==> src/rtl/core/uniform_grid_linear_resampler_top_assert.svh <==
// Assertion macros for the uniform grid linear resampler
`ifndef UNIFORM_GRID_LINEAR_RESAMPLER_TOP_ASSERT_SVH
`define UNIFORM_GRID_LINEAR_RESAMPLER_TOP_ASSERT_SVH
`ifndef SYNTHESIS
`define UGLR_ASSERT(lbl, clk, rstn, prop, msg) \
    lbl: assert property (@(posedge clk) disable iff (!rstn) prop) else $error(msg);
`define UGLR_ASSERT_NEXT(lbl, clk, rstn, cond, expr, msg) \
    lbl: assert property (@(posedge clk) disable iff (!rstn) (cond) |=> (expr)) else $error(msg);
`else
`define UGLR_ASSERT(lbl, clk, rstn, prop, msg)
`define UGLR_ASSERT_NEXT(lbl, clk, rstn, cond, expr, msg)
`endif
`endif

==> src/rtl/core/uglr_pkg.sv <==
package uglr_pkg;

    localparam int SAMPLE_DEPTH_DEF = 1024;
    localparam int GRID_DEPTH_DEF   = 1024;
    localparam int XW               = 31;
    localparam int YW               = 32;
    localparam int DYW              = 33;

    localparam logic [30:0] GRID_STEP_RST  = 31'd65536;
    localparam logic [10:0] GRID_COUNT_RST = 11'd1024;

    localparam logic [1:0] REG_GRID_MODE  = 2'd0;
    localparam logic [1:0] REG_GRID_STEP  = 2'd1;
    localparam logic [1:0] REG_GRID_COUNT = 2'd2;
    localparam logic [1:0] REG_LIFT       = 2'd3;

    localparam logic ACT_LOAD = 1'b0;
    localparam logic ACT_READ = 1'b1;

    localparam logic MODE_STEP  = 1'b0;

    localparam logic [1:0] STAT_OK    = 2'd0;
    localparam logic [1:0] STAT_EMPTY = 2'd1;
    localparam logic [1:0] STAT_FEW   = 2'd2;
    localparam logic [1:0] STAT_OVF   = 2'd3;

    typedef enum logic [3:0] {
        ST_IDLE,
        ST_READ,
        ST_ORG,
        ST_LASTX,
        ST_SPAN,
        ST_GDIV,
        ST_SRCH,
        ST_SCMP,
        ST_P0,
        ST_P1,
        ST_P2,
        ST_MDIV,
        ST_WR,
        ST_LRD,
        ST_LWR
    } uglr_state_t;

    typedef enum logic [1:0] {
        MD_IDLE,
        MD_MUL,
        MD_DIV,
        MD_DONE
    } uglr_md_state_t;

    function automatic logic signed [31:0] sat32(input logic signed [34:0] v);
        logic signed [34:0] hi;
        logic signed [34:0] lo;
        hi = 35'sh0_7FFF_FFFF;
        lo = -35'sh0_8000_0000;
        if (v > hi) begin
            return 32'sh7FFF_FFFF;
        end else if (v < lo) begin
            return 32'sh8000_0000;
        end else begin
            return v[31:0];
        end
    endfunction

endpackage

==> src/rtl/core/uglr_muldiv.sv <==
module uglr_muldiv #(
    parameter int AW = 33,
    parameter int BW = 42,
    parameter int DW = 31
) (
    input  logic                aclk,
    input  logic                aresetn,
    input  logic                start,
    input  logic [AW-1:0]       a,
    input  logic [BW-1:0]       b,
    input  logic [DW-1:0]       d,
    output logic                done,
    output logic [AW+BW-1:0]    q
);
    import uglr_pkg::*;

    localparam int PW = AW + BW;
    localparam int CW = $clog2(PW + 1);

    uglr_md_state_t    state_reg, state_next;
    logic [CW-1:0]     cnt_reg;
    logic [PW-1:0]     acc_reg;
    logic [PW-1:0]     mcand_reg;
    logic [BW-1:0]     mplier_reg;
    logic [DW-1:0]     rem_reg;
    logic [DW-1:0]     d_reg;
    logic [DW:0]       rem_sh;
    logic [DW:0]       rem_diff;
    logic              ge;

    assign rem_sh   = {rem_reg, acc_reg[PW-1]};
    assign ge       = rem_sh >= {1'b0, d_reg};
    assign rem_diff = rem_sh - {1'b0, d_reg};

    always_comb begin
        state_next = state_reg;
        case (state_reg)
            MD_IDLE: begin
                if (start) state_next = MD_MUL;
            end
            MD_MUL: begin
                if (cnt_reg == CW'(BW - 1)) state_next = MD_DIV;
            end
            MD_DIV: begin
                if (cnt_reg == CW'(PW - 1)) state_next = MD_DONE;
            end
            MD_DONE: state_next = MD_IDLE;
            default: state_next = MD_IDLE;
        endcase
    end

    always_comb begin
        done = (state_reg == MD_DONE);
        q    = acc_reg;
    end

    always_ff @(posedge aclk) begin
        if (!aresetn) begin
            state_reg <= MD_IDLE;
            cnt_reg   <= '0;
        end else begin
            state_reg <= state_next;
            case (state_reg)
                MD_IDLE: begin
                    cnt_reg    <= '0;
                    acc_reg    <= '0;
                    mcand_reg  <= PW'(a);
                    mplier_reg <= b;
                    d_reg      <= d;
                    rem_reg    <= '0;
                end
                MD_MUL: begin
                    // shift-add, one multiplier bit a cycle
                    if (mplier_reg[0]) acc_reg <= acc_reg + mcand_reg;
                    mcand_reg  <= {mcand_reg[PW-2:0], 1'b0};
                    mplier_reg <= mplier_reg >> 1;
                    cnt_reg    <= (cnt_reg == CW'(BW - 1)) ? '0 : cnt_reg + CW'(1);
                end
                MD_DIV: begin
                    // restoring division, quotient shifts in behind the dividend
                    acc_reg <= {acc_reg[PW-2:0], ge};
                    rem_reg <= ge ? rem_diff[DW-1:0] : rem_sh[DW-1:0];
                    cnt_reg <= cnt_reg + CW'(1);
                end
                MD_DONE: cnt_reg <= '0;
                default: cnt_reg <= '0;
            endcase
        end
    end

endmodule
==> config.mk <==
export PLATFORM = sky130hd
export DESIGN_NAME = uglr_muldiv
export DESIGN_NICKNAME = d
export VERILOG_FILES = /design/src/rtl/core/uniform_grid_linear_resampler_top_assert.svh /design/src/rtl/core/uglr_pkg.sv /design/src/rtl/core/uglr_muldiv.sv
export SDC_FILE = /design/constraint.sdc
export NUM_CORES = 1
export LEC_CHECK = 0
export BUFFER_PORTS_ARGS = -buffer_cell sky130_fd_sc_hd__buf_2
export CORE_ASPECT_RATIO = 0.6
export CORE_UTILIZATION = 55
export DETAILED_ROUTE_END_ITERATION = 16
export GPL_TIMING_DRIVEN = 0
export HOLD_SLACK_MARGIN = 0.03
export PLACE_DENSITY_LB_ADDON = 0.2
export SKIP_LAST_GASP = 1
export SYNTH_ARGS = -nofsm -noshare
export SYNTH_HDL_FRONTEND = slang
export SYNTH_SLANG_ARGS = --single-unit
==> constraint.sdc <==
create_clock -name aclk -period 10.3 [get_ports aclk]
set_clock_uncertainty 0.2 [all_clocks]
set_input_delay 1.03 -clock aclk [delete_from_list [all_inputs] [get_ports aclk]]
set_output_delay 1.03 -clock aclk [all_outputs]
set_load 0.1 [all_outputs]
-- Yosys cells after proc, flatten, opt, wreduce, memory -nomap -nowiden
Cells that the tools add are included.
- register bits after elaboration: 263
- bits in latches: 0
- bits in writable memories: 0
- ROM bits: 0
- bits of input ports: 109
- logic and storage cells: 42
- memories: 0
- add/sub/neg operators: 3
- multipliers: 0
- divide/modulo/power cells: 0
- $lt $le $gt $ge: 1
- equality and inequality tests: 9
- shifts and indexed selects: 0
- mux-type cells: 12
- bitwise gates (word level): 0
- reduce and logical (&&, ||, !) cells: 10
- operators with widths (kind ; count):
    75-bit one-hot mux with 3 select lines ; 1
    75-bit one-hot mux with 2 select lines ; 1
    42-bit one-hot mux with 2 select lines ; 1
    75-bit adder ; 1
    75-bit two-way mux ; 1
    31-bit one-hot mux with 2 select lines ; 1
    32-bit by 31-bit >= comparator with 1-bit output ; 1
    31-bit two-way mux ; 1
    31-bit subtractor ; 1
    7-bit one-hot mux with 3 select lines ; 1
    2-bit != test (second input constant) ; 4
    2-bit one-hot mux with 4 select lines ; 1
    7-bit by 1-bit adder with 7-bit output (second input constant) ; 1
    7-bit by 6-bit == test with 1-bit output (second input constant) ; 1
    7-bit == test (second input constant) ; 1
    7-bit two-way mux ; 1
    2-bit two-way mux ; 3
    2-bit AND reduction ; 3
    3-bit AND reduction ; 2
    2-bit == test (second input constant) ; 2
    2-bit nonzero test ; 2
    3-bit nonzero test ; 1
    2-bit by 1-bit == test with 1-bit output (second input constant) ; 1
    2-bit logical NOT ; 1
    2-bit OR reduction ; 1

-- Longest topological paths before layout
Gate-level depths: netlist of the first run.
- word-level depth: 3
- gate-level depth with buffers: 14

-- Worst setup path after synthesis of the first run
No wires, ideal clock.
- path type: input-to-reg
- start point: input aresetn
- end point: register acc_reg[0], in the netlist q[0], enable pin
- library setup time: 0.620 ns
- arrival time: 6.629 ns
- required time: 9.480 ns
- setup slack: 2.851 ns
- cell stages on the path: 2
- buffers on the path: 0
- cell sequence: inv_1 > a211oi_1
- cells in the longest elaborated chain, start to end: 1
- RTL lines (item ; line ; RTL):
    from (decl) ; uglr_muldiv.sv:7 ; input logic aresetn,
    3-bit AND reduction (no line) ; -- ;
    to (signal assigned) ; uglr_muldiv.sv:74 ; if (mplier_reg[0]) acc_reg <= acc_reg + mcand_reg;
    to (signal assigned) ; uglr_muldiv.sv:81 ; acc_reg <= {acc_reg[PW-2:0], ge};
    to (decl) ; uglr_muldiv.sv:22 ; logic [PW-1:0] acc_reg;
Every way passes these cells.
A chain may end at the register's enable or synchronous reset.

-- Worst setup path after layout of the first run
- start point: register acc_reg[74], in the netlist q[74]
- end point: register rem_reg[29], data pin
- cells in the longest elaborated chain, start to end: 3
- elaborated cells on any way between the ends: 4
- RTL lines (item ; line ; RTL):
    31-bit subtractor / 32-bit by 31-bit >= comparator with 1-bit output (equally long branches) ; uglr_muldiv.sv:33, uglr_muldiv.sv:32 ;
    31-bit two-way mux * ; uglr_muldiv.sv:82 ; rem_reg <= ge ? rem_diff[DW-1:0] : rem_sh[DW-1:0];
    31-bit one-hot mux with 2 select lines * ; uglr_muldiv.sv:63 ; case (state_reg)
    to (signal assigned) ; uglr_muldiv.sv:82 ;
    to (decl) ; uglr_muldiv.sv:25 ; logic [DW-1:0] rem_reg;
Every way passes the cells marked *; elsewhere a longest branch is shown, timed or not.

==> metrics.txt, run 1 <==
# TYPE chip_impl_metric gauge
chip_impl_info{name="status",value="finished, final reports clean"} 1
chip_impl_metric{name="grt_pass1_wl",unit="mm"} 72.3
chip_impl_info{name="synthFlopType",value="sky130_fd_sc_hd__edfxtp_1"} 1
chip_impl_metric{name="synth_area",unit="um2"} 17000
chip_impl_metric{name="power.total",unit="W"} 0.00681
chip_impl_metric{name="fin_crit_sh",unit=""} 0.419
chip_impl_metric{name="synth_seq_area_share",unit=""} 0.461
chip_impl_metric{name="finalWeightedCongestion",unit=""} 0.993
chip_impl_metric{name="stdcell_area",unit="um2"} 19500
chip_impl_metric{name="core-area",unit="um2"} 30100
chip_impl_metric{name="post_route_cells_drive_above_1_share",unit=""} 0.188
chip_impl_metric{name="dpl_cell_area",unit="um2"} 18600
chip_impl_metric{name="cts_made_buffers",unit=""} 28
chip_impl_metric{name="synthesis.nets",unit=""} 1838
chip_impl_metric{name="power_report.internal_total",unit="W"} 0.00354
chip_impl_metric{name="synth.avg_cell_area",unit="um2"} 10.5
chip_impl_info{name="timing_worst_setup_path_type",value="reg -> reg"} 1
chip_impl_metric{name="grt_pass1_vias",unit=""} 12600
chip_impl_metric{name="drtIter0Drc",unit=""} 1514
chip_impl_metric{name="setup_violations",unit=""} 0
chip_impl_metric{name="grt_usage",unit=""} 0.296
chip_impl_info{name="synth.top_cells.by_area",value="sky130_fd_sc_hd__edfxtp_1, sky130_fd_sc_hd__ha_1, sky130_fd_sc_hd__mux2_2"} 1
chip_impl_metric{name="slew_at_the_pin_closest_to_its_max_slew_limit",unit="ns"} 0.982
chip_impl_metric{name="vdd.ir_drop.worst",unit="V"} 0.000176
chip_impl_metric{name="synth_cell_type_count",unit=""} 76
chip_impl_metric{name="slowest_delay",unit="ns"} 0.49
chip_impl_metric{name="p_comb_frac",unit=""} 0.578
chip_impl_info{name="timing.critical_path.max_delay_family",value="compound AO/OA/AOI/OAI gates"} 1
chip_impl_metric{name="clkTransAtPathRegs",unit="ns"} 0.06
chip_impl_metric{name="edff_count_synth",unit=""} 254
chip_impl_metric{name="hold_buffers_post_cts",unit=""} 0
chip_impl_metric{name="port_buffers",unit=""} 184
chip_impl_info{name="tritoncts",value="yes"} 1
chip_impl_metric{name="die_h",unit="um"} 138
chip_impl_metric{name="num-nets-final",unit=""} 2061
chip_impl_metric{name="clock_sink_count",unit=""} 263
chip_impl_metric{name="ant_nets",unit=""} 0
chip_impl_metric{name="dr_total_vias",unit=""} 13800
chip_impl_metric{name="grt_start_max_net_pins",unit=""} 36
chip_impl_info{name="crit_path_top_delay_cell",value="sky130_fd_sc_hd__edfxtp_1"} 1
chip_impl_metric{name="portion_of_synthesized_cell_area_occupied_by_the_leading_cell_type",unit=""} 0.450
chip_impl_metric{name="clock_latency_on_the_worst_skew_pair",unit="ns"} 0.55
chip_impl_metric{name="areaGrowthSynthToFinish",unit="%"} 15.2
chip_impl_metric{name="fp.dieArea",unit="um2"} 31500
chip_impl_metric{name="cp_data_required_time",unit="ns"} 10.38
chip_impl_metric{name="fillers",unit=""} 2452
chip_impl_metric{name="place_hpwl",unit="mm"} 35.9
chip_impl_info{name="top_cell_by_count_worst_path",value="sky130_fd_sc_hd__o21bai_1"} 1
chip_impl_metric{name="max-clock-path-buffers",unit=""} 3
chip_impl_metric{name="cap_violations",unit=""} 0
chip_impl_metric{name="path_max_fanout",unit=""} 10
chip_impl_metric{name="final-hold-violation-count",unit=""} 0
chip_impl_metric{name="first_pass_iteration_count_of_the_detailed_router",unit=""} 7
chip_impl_info{name="cp_cell_sequence",value="inv_1 > ha_1 > fa_1 > nor2b_1 > o21bai_1 > a21boi_0 > o21bai_1 > a21oi_1 > o32ai_1 > o21ai_1 > buf_4 > buf_2 > o2111ai_1"} 1
chip_impl_metric{name="viasPerCell",unit=""} 6.07
chip_impl_metric{name="placement_rows",unit=""} 49
chip_impl_metric{name="seq_power_share",unit=""} 0.272
chip_impl_metric{name="sw_frac_of_total",unit=""} 0.481
chip_impl_metric{name="seqCellArea",unit="um2"} 7810
chip_impl_metric{name="power_frac_clock",unit=""} 0.150
chip_impl_metric{name="initial_cell_density_of_the_core",unit=""} 0.563
chip_impl_metric{name="arrival_time_at_the_worst_endpoint",unit="ns"} 4.40
chip_impl_metric{name="critical_path_buf_inv_count",unit=""} 3
chip_impl_info{name="synth.most_common_cell",value="sky130_fd_sc_hd__edfxtp_1"} 1
chip_impl_metric{name="postCtsResizedCells",unit=""} 0
chip_impl_metric{name="grt-ovfl-total",unit=""} 0
chip_impl_metric{name="power_switching",unit="W"} 0.00327
chip_impl_info{name="top_post_synthesis_cells_by_count",value="sky130_fd_sc_hd__edfxtp_1, sky130_fd_sc_hd__nand2_1, sky130_fd_sc_hd__ha_1"} 1
chip_impl_metric{name="ios",unit=""} 185
chip_impl_info{name="netlist.top_cell.by_area",value="sky130_fd_sc_hd__edfxtp_1"} 1
chip_impl_info{name="endpoint_kind",value="register"} 1
chip_impl_metric{name="synth-async-reset-ratio",unit=""} 0
chip_impl_metric{name="antenna_found_initial",unit=""} 3
chip_impl_info{name="root_buffer",value="sky130_fd_sc_hd__clkbuf_16"} 1
chip_impl_metric{name="chip_width",unit="um"} 229
chip_impl_metric{name="regToRegSetupSlack",unit="ns"} 5.98
chip_impl_metric{name="post-route-util",unit=""} 0.649
chip_impl_metric{name="power-per-cell-area",unit="nW/um2"} 349
chip_impl_metric{name="min_cycle_time_layout",unit="ns"} 4.32
chip_impl_metric{name="syn-instance-count",unit=""} 1615
chip_impl_metric{name="wirelength_per_cell",unit="um"} 20.6
chip_impl_metric{name="power_leakage",unit="nW"} 7.95
chip_impl_metric{name="post-cts-setup-buffer-count",unit=""} 0
chip_impl_metric{name="multiInputGateArea",unit="um2"} 8630
chip_impl_metric{name="cts-htree-levels",unit=""} 1
chip_impl_info{name="setup_repair_after_global_routing_missed_its_margin",value="false"} 1
chip_impl_metric{name="drv_slew",unit=""} 0
chip_impl_metric{name="ys.warnings.count",unit=""} 0
chip_impl_metric{name="final_routed_drc_violation_total",unit=""} 0
chip_impl_metric{name="wirelength_routed",unit="mm"} 46.6
chip_impl_metric{name="synth_seq_cells",unit=""} 263
chip_impl_info{name="tightest_hold_check_type",value="reg -> reg"} 1
chip_impl_metric{name="slew_headroom",unit=""} 0.343
chip_impl_metric{name="max_freq",unit="MHz"} 231
chip_impl_info{name="setup.worst_path.start_class",value="register"} 1
-- cells by family after synthesis --
family          share of synthesized area
flops                               0.461
buf+inv                            0.0323
mux                                0.0627
compound gates                      0.177
simple gates                        0.135
fa+ha+maj                          0.0850
xor+xnor                           0.0475
-- power by group through the flow --
stage          Combinational, W  Sequential [W]  Clock [W]
2_1_floorplan           0.00233         0.00245          0
3_3_place_gp            0.00371         0.00192          0
3_5_place_dp            0.00383         0.00187          0
4_1_cts                 0.00386         0.00185    0.00104
5_1_grt                 0.00425         0.00189    0.00108
6_report                0.00394         0.00186    0.00102
-- layout by cell type, fill, tap and decap left out, types with 29 or more instances in the layout --
cell type	n
sky130_fd_sc_hd__a21o_1	64
sky130_fd_sc_hd__a21oi_1	111
sky130_fd_sc_hd__a22oi_1	32
sky130_fd_sc_hd__and2_1	51
sky130_fd_sc_hd__buf_2	192
sky130_fd_sc_hd__clkbuf_1	63
sky130_fd_sc_hd__clkbuf_16	29
sky130_fd_sc_hd__edfxtp_1	254
sky130_fd_sc_hd__ha_1	112
sky130_fd_sc_hd__inv_1	65
sky130_fd_sc_hd__mux2_2	74
sky130_fd_sc_hd__nand2_1	123
sky130_fd_sc_hd__nand4_1	34
sky130_fd_sc_hd__nor2_1	98
sky130_fd_sc_hd__nor2b_1	46
sky130_fd_sc_hd__o21ai_0	92
sky130_fd_sc_hd__xnor2_1	58
sky130_fd_sc_hd__xor2_1	34
-- final cells by class --
type | instances | share of cell area
Timing Repair Buffer | 193 | 0.0570
Clock buffer | 30 | 0.0373
Clock inverter | 20 | 0.00967
Tap cell | 408 | 0.0261
Buffer | 75 | 0.0156
Inverter | 65 | 0.0125
Antenna cell | 1 | 0.000128
Sequential cell | 263 | 0.400
Multi-Input combinational cell | 1212 | 0.442
-- metal layers --
metal / part of all wire / wire length, um / global-route usage / up-vias
met5: 0.00058 / 27 / 0 / -
met3: 0.11 / 5220 / 0.0777 / 67
met2: 0.37 / 17200 / 0.380 / 736
met1: 0.50 / 23300 / 0.480 / 6474
met4: 0.019 / 882 / 0.0593 / 4
li1: - / - / - / 6485
-- final timing paths --
kind                            startpoint           to  depth (start not counted)
worst max-delay path                 q[74]  rem_reg[29]                         13
worst min register to register  cnt_reg[0]   cnt_reg[0]                          1
worst min-delay path            cnt_reg[0]   cnt_reg[0]                          1
worst max register to register       q[74]  rem_reg[29]                         13
-- per-stage QoR --
| step | hold slack [ns] | instances | worst slack [ns] | TNS [ns] |
|---|---|---|---|---|
| 6_report | 0.311 | 2267 | 5.98 | 0 |
| 5_1_grt | 0.333 | 2267 | 5.83 | 0 |
| 4_1_cts | 0.323 | 2266 | 6.12 | 0 |
| 3_5_place_dp | 0.308 | 2216 | 6.13 | 0 |
| 3_3_place_gp | 0.256 | 2207 | -0.844 | -67.57 |
| 2_1_floorplan | 0.241 | 1615 | 2.85 | 0 |
(Power assumes the default switching activity.)
==> inputs of run 2 (changes only) <==
- ABC_AREA: default -> 1
- clock period: 10.3 -> 3.7 ns (I/O delays scaled with it)
==> metrics.txt, run 2 <==
# TYPE chip_impl_metric gauge
chip_impl_metric{name="post-route-util",unit=""} 0.666
chip_impl_metric{name="finalWeightedCongestion",unit=""} 1.03
chip_impl_metric{name="ant_nets",unit=""} 0
chip_impl_metric{name="regToRegSetupSlack",unit="ns"} 0.22
chip_impl_metric{name="cp_data_required_time",unit="ns"} 3.79
chip_impl_metric{name="core-area",unit="um2"} 33800
chip_impl_metric{name="clock_latency_on_the_worst_skew_pair",unit="ns"} 0.56
chip_impl_metric{name="post_route_cells_drive_above_1_share",unit=""} 0.0903
chip_impl_metric{name="port_buffers",unit=""} 184
chip_impl_metric{name="grt_pass1_wl",unit="mm"} 99.8
chip_impl_metric{name="final-hold-violation-count",unit=""} 0
chip_impl_metric{name="power_report.internal_total",unit="W"} 0.00898
chip_impl_metric{name="detailroute.wirelength.met2",unit="mm"} 26.2
chip_impl_metric{name="vdd.ir_drop.worst",unit="V"} 0.000637
chip_impl_metric{name="grt-ovfl-total",unit=""} 0
chip_impl_metric{name="synth_area",unit="um2"} 18900
chip_impl_metric{name="synthesis.nets",unit=""} 2876
chip_impl_metric{name="drtIter0Drc",unit=""} 2432
chip_impl_metric{name="ios",unit=""} 185
chip_impl_metric{name="power_frac_clock",unit=""} 0.133
chip_impl_metric{name="synth_seq_cells",unit=""} 263
chip_impl_metric{name="grt_pass1_vias",unit=""} 17900
chip_impl_info{name="synth.top_cells.by_area",value="sky130_fd_sc_hd__edfxtp_1, sky130_fd_sc_hd__nand2_1, sky130_fd_sc_hd__inv_1"} 1
chip_impl_metric{name="synth_cell_type_count",unit=""} 38
chip_impl_info{name="endpoint_kind",value="register"} 1
chip_impl_metric{name="viasPerCell",unit=""} 5.59
chip_impl_metric{name="drv_slew",unit=""} 0
chip_impl_metric{name="setup_violations",unit=""} 0
chip_impl_info{name="min_from",value="cnt_reg[0]"} 1
chip_impl_metric{name="dr_total_vias",unit=""} 19300
chip_impl_metric{name="syn-instance-count",unit=""} 2653
chip_impl_metric{name="seq_power_share",unit=""} 0.262
chip_impl_metric{name="ys.warnings.count",unit=""} 0
chip_impl_metric{name="antenna_cells",unit=""} 0
chip_impl_info{name="root_buffer",value="sky130_fd_sc_hd__clkbuf_16"} 1
chip_impl_metric{name="synth.avg_cell_area",unit="um2"} 7.13
chip_impl_metric{name="num-nets-final",unit=""} 3204
chip_impl_metric{name="power_leakage",unit="nW"} 10.6
chip_impl_metric{name="p_comb_frac",unit=""} 0.605
chip_impl_metric{name="post-cts-setup-buffer-count",unit=""} 0
chip_impl_metric{name="place.detailed.instances",unit=""} 3303
chip_impl_metric{name="first_pass_iteration_count_of_the_detailed_router",unit=""} 5
chip_impl_metric{name="path_max_fanout",unit=""} 5
chip_impl_metric{name="wirelength_per_cell",unit="um"} 19.3
chip_impl_metric{name="sw_frac_of_total",unit=""} 0.541
chip_impl_info{name="setup.worst_path.start_class",value="register"} 1
chip_impl_info{name="timing_worst_setup_path_type",value="reg -> reg"} 1
chip_impl_info{name="netlist.top_cell.by_area",value="sky130_fd_sc_hd__edfxtp_1"} 1
chip_impl_info{name="tritoncts",value="yes"} 1
chip_impl_metric{name="synth-async-reset-ratio",unit=""} 0
chip_impl_metric{name="portion_of_synthesized_cell_area_occupied_by_the_leading_cell_type",unit=""} 0.403
chip_impl_info{name="tightest_hold_check_type",value="reg -> reg"} 1
chip_impl_metric{name="fin_crit_sh",unit=""} 0.941
chip_impl_metric{name="reg2regPathDepth",unit=""} 10
chip_impl_metric{name="power-per-cell-area",unit="nW/um2"} 870
chip_impl_metric{name="max_freq",unit="MHz"} 287
chip_impl_metric{name="initial_cell_density_of_the_core",unit=""} 0.561
chip_impl_metric{name="grt_start_max_net_pins",unit=""} 35
chip_impl_metric{name="clock_sink_count",unit=""} 263
chip_impl_info{name="layout.cells.most_common",value="sky130_fd_sc_hd__nand2_1"} 1
chip_impl_metric{name="fp.dieArea",unit="um2"} 35200
chip_impl_metric{name="arrival_time_at_the_worst_endpoint",unit="ns"} 3.57
chip_impl_metric{name="max-clock-path-buffers",unit=""} 3
chip_impl_metric{name="die_h",unit="um"} 146
chip_impl_info{name="timing.rr.start",value="q[39]"} 1
chip_impl_metric{name="placement_rows",unit=""} 52
chip_impl_metric{name="areaGrowthSynthToFinish",unit="%"} 18.9
chip_impl_metric{name="min_cycle_time_layout",unit="ns"} 3.48
chip_impl_metric{name="synth_seq_area_share",unit=""} 0.413
chip_impl_metric{name="final_cell_count_no_fill",unit=""} 3459
chip_impl_metric{name="cap_violations",unit=""} 0
chip_impl_metric{name="power_switching",unit="W"} 0.0106
chip_impl_metric{name="hold_buffers_post_cts",unit=""} 108
chip_impl_metric{name="place_hpwl",unit="mm"} 51.2
chip_impl_metric{name="wl_met1",unit="mm"} 30.3
chip_impl_metric{name="edff_count_synth",unit=""} 254
chip_impl_info{name="top_layer_used",value="met4"} 1
chip_impl_metric{name="chip_width",unit="um"} 241
chip_impl_metric{name="wirelength_routed",unit="mm"} 66.8
chip_impl_info{name="synthFlopType",value="sky130_fd_sc_hd__edfxtp_1"} 1
chip_impl_metric{name="antenna_found_initial",unit=""} 1
chip_impl_metric{name="grt_usage",unit=""} 0.377
chip_impl_metric{name="final_routed_drc_violation_total",unit=""} 0
chip_impl_metric{name="slew_headroom",unit=""} 0.134
chip_impl_info{name="top_post_synthesis_cells_by_count",value="sky130_fd_sc_hd__nand2_1, sky130_fd_sc_hd__inv_1, sky130_fd_sc_hd__a21oi_1"} 1
chip_impl_info{name="layout_common_cells",value="sky130_fd_sc_hd__nand2_1, sky130_fd_sc_hd__inv_1, sky130_fd_sc_hd__a21oi_1, sky130_fd_sc_hd__edfxtp_1, sky130_fd_sc_hd__nor2_1"} 1
chip_impl_metric{name="slew_at_the_pin_closest_to_its_max_slew_limit",unit="ns"} 1.30
chip_impl_metric{name="cts_made_buffers",unit=""} 26
chip_impl_info{name="worst_hold_path.endpoint",value="cnt_reg[0]"} 1
chip_impl_info{name="setup_repair_after_global_routing_missed_its_margin",value="false"} 1
chip_impl_metric{name="routed-wl-met3",unit="mm"} 8.89
chip_impl_metric{name="clkTransAtPathRegs",unit="ns"} 0.07
chip_impl_info{name="timing.rr.end",value="q[40]"} 1
chip_impl_metric{name="postCtsResizedCells",unit=""} 0
chip_impl_info{name="synth.most_common_cell",value="sky130_fd_sc_hd__nand2_1"} 1
chip_impl_metric{name="holdPathStages",unit=""} 1
chip_impl_info{name="status",value="finished, final reports clean"} 1
chip_impl_metric{name="cts-htree-levels",unit=""} 1
## run 2: cell types whose count changed after synthesis, sizes merged, moves of 42 or more
cell / delta
a21o: -57
a21oi: +148
and2: -50
inv: +345
mux2: -74
nand2: +845
nand3: +95
nor2: +113
nor2b: -46
xnor2: -42
## run 2: metal layers
layer  vias to the layer above  GRT usage
met3                       103      0.110
met4                         0     0.0772
met5                         -          0
li1                       9193          -
met2                      1090      0.520
met1                      8942      0.579
## run 2: cells by family (layout without fill, tap and decap cells)
family / Yosys count / count (layout) / share of synthesized area
buf+inv: 466 / 813 / 0.0943
flops: 263 / 263 / 0.413
compound gates: 412 / 412 / 0.114
simple gates: 1367 / 1367 / 0.289
xor+xnor: 31 / 31 / 0.0143
fa+ha+maj: 114 / 114 / 0.0762
## run 2: area by class of cell
class / count / area, um2
repair buffers: 300 / 2180
fillers: 2945 / 11300
multi-input cells: 1924 / 9360
clock buffers: 34 / 702
well taps: 459 / 574
flip-flops and latches: 263 / 7810
inverters: 411 / 1540
plain buffers: 55 / 246
clock inverters: 13 / 88.8
## run 2: how the worst max path moves through the flow
stage | cells after the start | end | slack (ns) | from
detailed placement | 9 | mcand_reg[46] | 0.40 | state_reg[1]
floorplan | 6 | mcand_reg[0] | 0.02 | state_reg[1]
global placement | 6 | q[48] | -1.45 | state_reg[1]
finish | 10 | q[40] | 0.22 | q[39]
CTS | 9 | mcand_reg[46] | 0.38 | state_reg[1]
global route | 12 | q[72] | 0.21 | q[36]
## run 2: stage by stage
| stage | setup WS (ns) | power, W | setup TNS (ns) | hold WS [ns] | cell area, um2 |
|---|---|---|---|---|---|
| floorplan | 0.0157 | 0.0130 | 0 | 0.245 | 18900 |
| global placement | -1.45 | 0.0161 | -269.82 | 0.259 | 20400 |
| detailed placement | 0.399 | 0.0164 | 0 | 0.276 | 20600 |
| CTS | 0.383 | 0.0191 | 0 | 0.291 | 22500 |
| global route | 0.215 | 0.0206 | 0 | 0.322 | 22500 |
| finish | 0.219 | 0.0196 | 0 | 0.291 | 22500 |
## run 2: worst max-delay path, cell delays in order (launching register included)
cell and delay (ns):
sky130_fd_sc_hd__edfxtp_1 0.43, sky130_fd_sc_hd__ha_1 0.38, sky130_fd_sc_hd__nand2_1 0.11, sky130_fd_sc_hd__inv_1 0.06, sky130_fd_sc_hd__a21oi_1 0.42, sky130_fd_sc_hd__o21ai_0 0.55
sky130_fd_sc_hd__a21oi_1 0.26, sky130_fd_sc_hd__nand2_1 0.28, sky130_fd_sc_hd__or2_2 0.37, sky130_fd_sc_hd__nand3_1 0.07, sky130_fd_sc_hd__a21oi_1 0.08
## run 2: power groups by stage
stage / Clock [W] / Combinational, W / Sequential (W)
4_1_cts: 0.00260 / 0.0114 / 0.00509
2_1_floorplan: 0 / 0.00634 / 0.00666
6_report: 0.00261 / 0.0119 / 0.00512
3_3_place_gp: 0 / 0.0109 / 0.00518
3_5_place_dp: 0 / 0.0113 / 0.00513
5_1_grt: 0.00272 / 0.0127 / 0.00519
==> inputs of run 3 (changes only) <==
- PLACE_DENSITY: default -> 0.75
- PLACE_DENSITY_LB_ADDON: 0.2 -> default
- clock period: 3.7 -> 4 ns (I/O delays scaled with it)
==> metrics.txt, run 3 (synthesis results as in run 2) <==
# TYPE chip_impl_metric gauge
chip_impl_metric{name="num-nets-final",unit=""} 3207
chip_impl_info{name="tightest_hold_check_type",value="reg -> reg"} 1
chip_impl_metric{name="first_pass_iteration_count_of_the_detailed_router",unit=""} 6
chip_impl_info{name="setup_repair_after_global_routing_missed_its_margin",value="false"} 1
chip_impl_metric{name="slew_headroom",unit=""} 0.104
chip_impl_metric{name="grt_usage",unit=""} 0.385
chip_impl_metric{name="dr_total_vias",unit=""} 19500
chip_impl_info{name="layout.cells.most_common",value="sky130_fd_sc_hd__nand2_1"} 1
chip_impl_metric{name="wirelength_routed",unit="mm"} 67.4
chip_impl_info{name="timing.rr.end",value="mcand_reg[45]"} 1
chip_impl_info{name="tritoncts",value="yes"} 1
chip_impl_metric{name="reg2regPathDepth",unit=""} 9
chip_impl_metric{name="final_cell_count_no_fill",unit=""} 3466
chip_impl_metric{name="regToRegSetupSlack",unit="ns"} 0.29
chip_impl_metric{name="power_leakage",unit="nW"} 10.7
chip_impl_info{name="timing.rr.start",value="state_reg[1]"} 1
chip_impl_metric{name="holdPathStages",unit=""} 1
chip_impl_info{name="status",value="finished, final reports clean"} 1
chip_impl_metric{name="ant_nets",unit=""} 0
chip_impl_metric{name="viasPerCell",unit=""} 5.64
chip_impl_metric{name="cap_violations",unit=""} 0
chip_impl_metric{name="place_hpwl",unit="mm"} 51.0
chip_impl_metric{name="chip_width",unit="um"} 241
chip_impl_metric{name="power.total",unit="W"} 0.0185
chip_impl_metric{name="initial_cell_density_of_the_core",unit=""} 0.561
chip_impl_info{name="setup.worst_path.start_class",value="register"} 1
chip_impl_metric{name="antenna_found_initial",unit=""} 3
chip_impl_metric{name="grt_pass1_vias",unit=""} 18000
chip_impl_metric{name="final_routed_drc_violation_total",unit=""} 0
chip_impl_metric{name="grt_pass1_wl",unit="mm"} 102
chip_impl_metric{name="finalWeightedCongestion",unit=""} 1.05
chip_impl_metric{name="placement_rows",unit=""} 52
chip_impl_metric{name="clock_latency_on_the_worst_skew_pair",unit="ns"} 0.57
chip_impl_metric{name="die_h",unit="um"} 146
chip_impl_info{name="min_from",value="cnt_reg[0]"} 1
chip_impl_metric{name="setup_violations",unit=""} 0
chip_impl_metric{name="clock_sink_count",unit=""} 263
chip_impl_metric{name="grt_start_max_net_pins",unit=""} 32
chip_impl_metric{name="ios",unit=""} 185
chip_impl_metric{name="max_freq",unit="MHz"} 269
chip_impl_metric{name="power-per-cell-area",unit="nW/um2"} 815
chip_impl_metric{name="areaGrowthSynthToFinish",unit="%"} 19.8
chip_impl_metric{name="seqCellArea",unit="um2"} 7810
chip_impl_metric{name="fp.dieArea",unit="um2"} 35200
chip_impl_metric{name="slew_at_the_pin_closest_to_its_max_slew_limit",unit="ns"} 1.34
chip_impl_metric{name="post_route_cells_drive_above_1_share",unit=""} 0.0935
chip_impl_metric{name="fin_crit_sh",unit=""} 0.928
chip_impl_metric{name="arrival_time_at_the_worst_endpoint",unit="ns"} 3.82
chip_impl_metric{name="grt-ovfl-total",unit=""} 0
chip_impl_metric{name="vdd.ir_drop.worst",unit="V"} 0.000723
chip_impl_metric{name="place.detailed.instances",unit=""} 3303
chip_impl_metric{name="detailroute.wirelength.met2",unit="mm"} 26.0
chip_impl_info{name="worst_hold_path.endpoint",value="cnt_reg[0]"} 1
chip_impl_metric{name="postCtsResizedCells",unit=""} 0
chip_impl_metric{name="drtIter0Drc",unit=""} 2527
chip_impl_info{name="root_buffer",value="sky130_fd_sc_hd__clkbuf_16"} 1
chip_impl_info{name="layout_common_cells",value="sky130_fd_sc_hd__nand2_1, sky130_fd_sc_hd__inv_1, sky130_fd_sc_hd__a21oi_1, sky130_fd_sc_hd__edfxtp_1, sky130_fd_sc_hd__nor2_1"} 1
chip_impl_info{name="endpoint_kind",value="register"} 1
chip_impl_metric{name="cts-htree-levels",unit=""} 1
chip_impl_metric{name="cts_made_buffers",unit=""} 27
chip_impl_metric{name="max-clock-path-buffers",unit=""} 3
chip_impl_metric{name="cp_data_required_time",unit="ns"} 4.11
chip_impl_metric{name="fillers",unit=""} 2879
chip_impl_metric{name="core-area",unit="um2"} 33800
chip_impl_metric{name="min_cycle_time_layout",unit="ns"} 3.71
chip_impl_metric{name="path_max_fanout",unit=""} 25
chip_impl_metric{name="multiInputGateArea",unit="um2"} 9370
chip_impl_metric{name="clkTransAtPathRegs",unit="ns"} 0.07
chip_impl_metric{name="drv_slew",unit=""} 0
chip_impl_metric{name="routed-wl-met3",unit="mm"} 8.92
chip_impl_metric{name="wl_met1",unit="mm"} 31.2
chip_impl_metric{name="final-hold-violation-count",unit=""} 0
chip_impl_info{name="top_layer_used",value="met4"} 1
chip_impl_metric{name="port_buffers",unit=""} 184
chip_impl_info{name="timing_worst_setup_path_type",value="reg -> reg"} 1
chip_impl_metric{name="wirelength_per_cell",unit="um"} 19.5
[run 3: metrics by stage]
step	utilization	cell area, um2	TNS (ns)	worst slack [ns]	hold WS, ns
after global placement	0.605	20400	-277.73	-1.48	0.263
after CTS	0.671	22700	0	0.121	0.297
final	0.671	22700	0	0.288	0.292
after floorplan	-	18900	0	0.217	0.245
after global routing	0.671	22700	0	0.249	0.327
after detailed placement	0.611	20600	-0.215	-0.0123	0.282
[run 3: worst max path at each step]
stage            startpoint            end  depth (start not counted)
2_1_floorplan  state_reg[1]   mcand_reg[0]                          6
4_1_cts        state_reg[1]  mcand_reg[45]                          9
6_report       state_reg[1]  mcand_reg[45]                          9
3_3_place_gp   state_reg[1]  mcand_reg[45]                          6
3_5_place_dp   state_reg[1]  mcand_reg[45]                          9
5_1_grt        state_reg[1]  mcand_reg[45]                          9
[run 3: what timing repair did]
action | in CTS | in global routing
hold endpoints to repair | 109 | 0
hold buffers | 108 | 0
cloned | 1 | 0
pin swaps | 1 | 1
setup buffers | 0 | 2
setup endpoints to repair | 25 | 25
[run 3: report_power, final]
| part | internal, W | leakage, nW | switching, W | total, W |
|---|---|---|---|---|
| sequential | 0.00421 | 2.57 | 0.000540 | 0.00475 |
| combinational | 0.00281 | 7.70 | 0.00816 | 0.0110 |
| clock | 0.00158 | 0.458 | 0.00118 | 0.00276 |
[run 3: area by class of cell]
cell class,instances,share of cell area
multi-input cells,1925,0.413
diodes,2,0.000221
clock inverters,15,0.00850
repair buffers,301,0.0965
flip-flops and latches,263,0.344
inverters,411,0.0681
well taps,459,0.0253
clock buffers,35,0.0329
plain buffers,55,0.0107
[run 3: per-layer routing]
metal | track usage | vias to the layer above
met1 | 0.615 | 9038
met5 | 0 | -
li1 | - | 9230
met2 | 0.518 | 1178
met4 | 0.0759 | 0
met3 | 0.0950 | 95
[run 3: critical path: stages (launching register included)]
cell and delay, ns:
sky130_fd_sc_hd__dfxtp_1 0.40, sky130_fd_sc_hd__inv_1 0.10, sky130_fd_sc_hd__ha_1 0.23, sky130_fd_sc_hd__clkinv_1 0.21
sky130_fd_sc_hd__clkbuf_1 0.69, sky130_fd_sc_hd__clkbuf_1 0.82, sky130_fd_sc_hd__a21oi_4 0.17, sky130_fd_sc_hd__buf_16 0.23
sky130_fd_sc_hd__buf_16 0.18, sky130_fd_sc_hd__buf_16 0.18
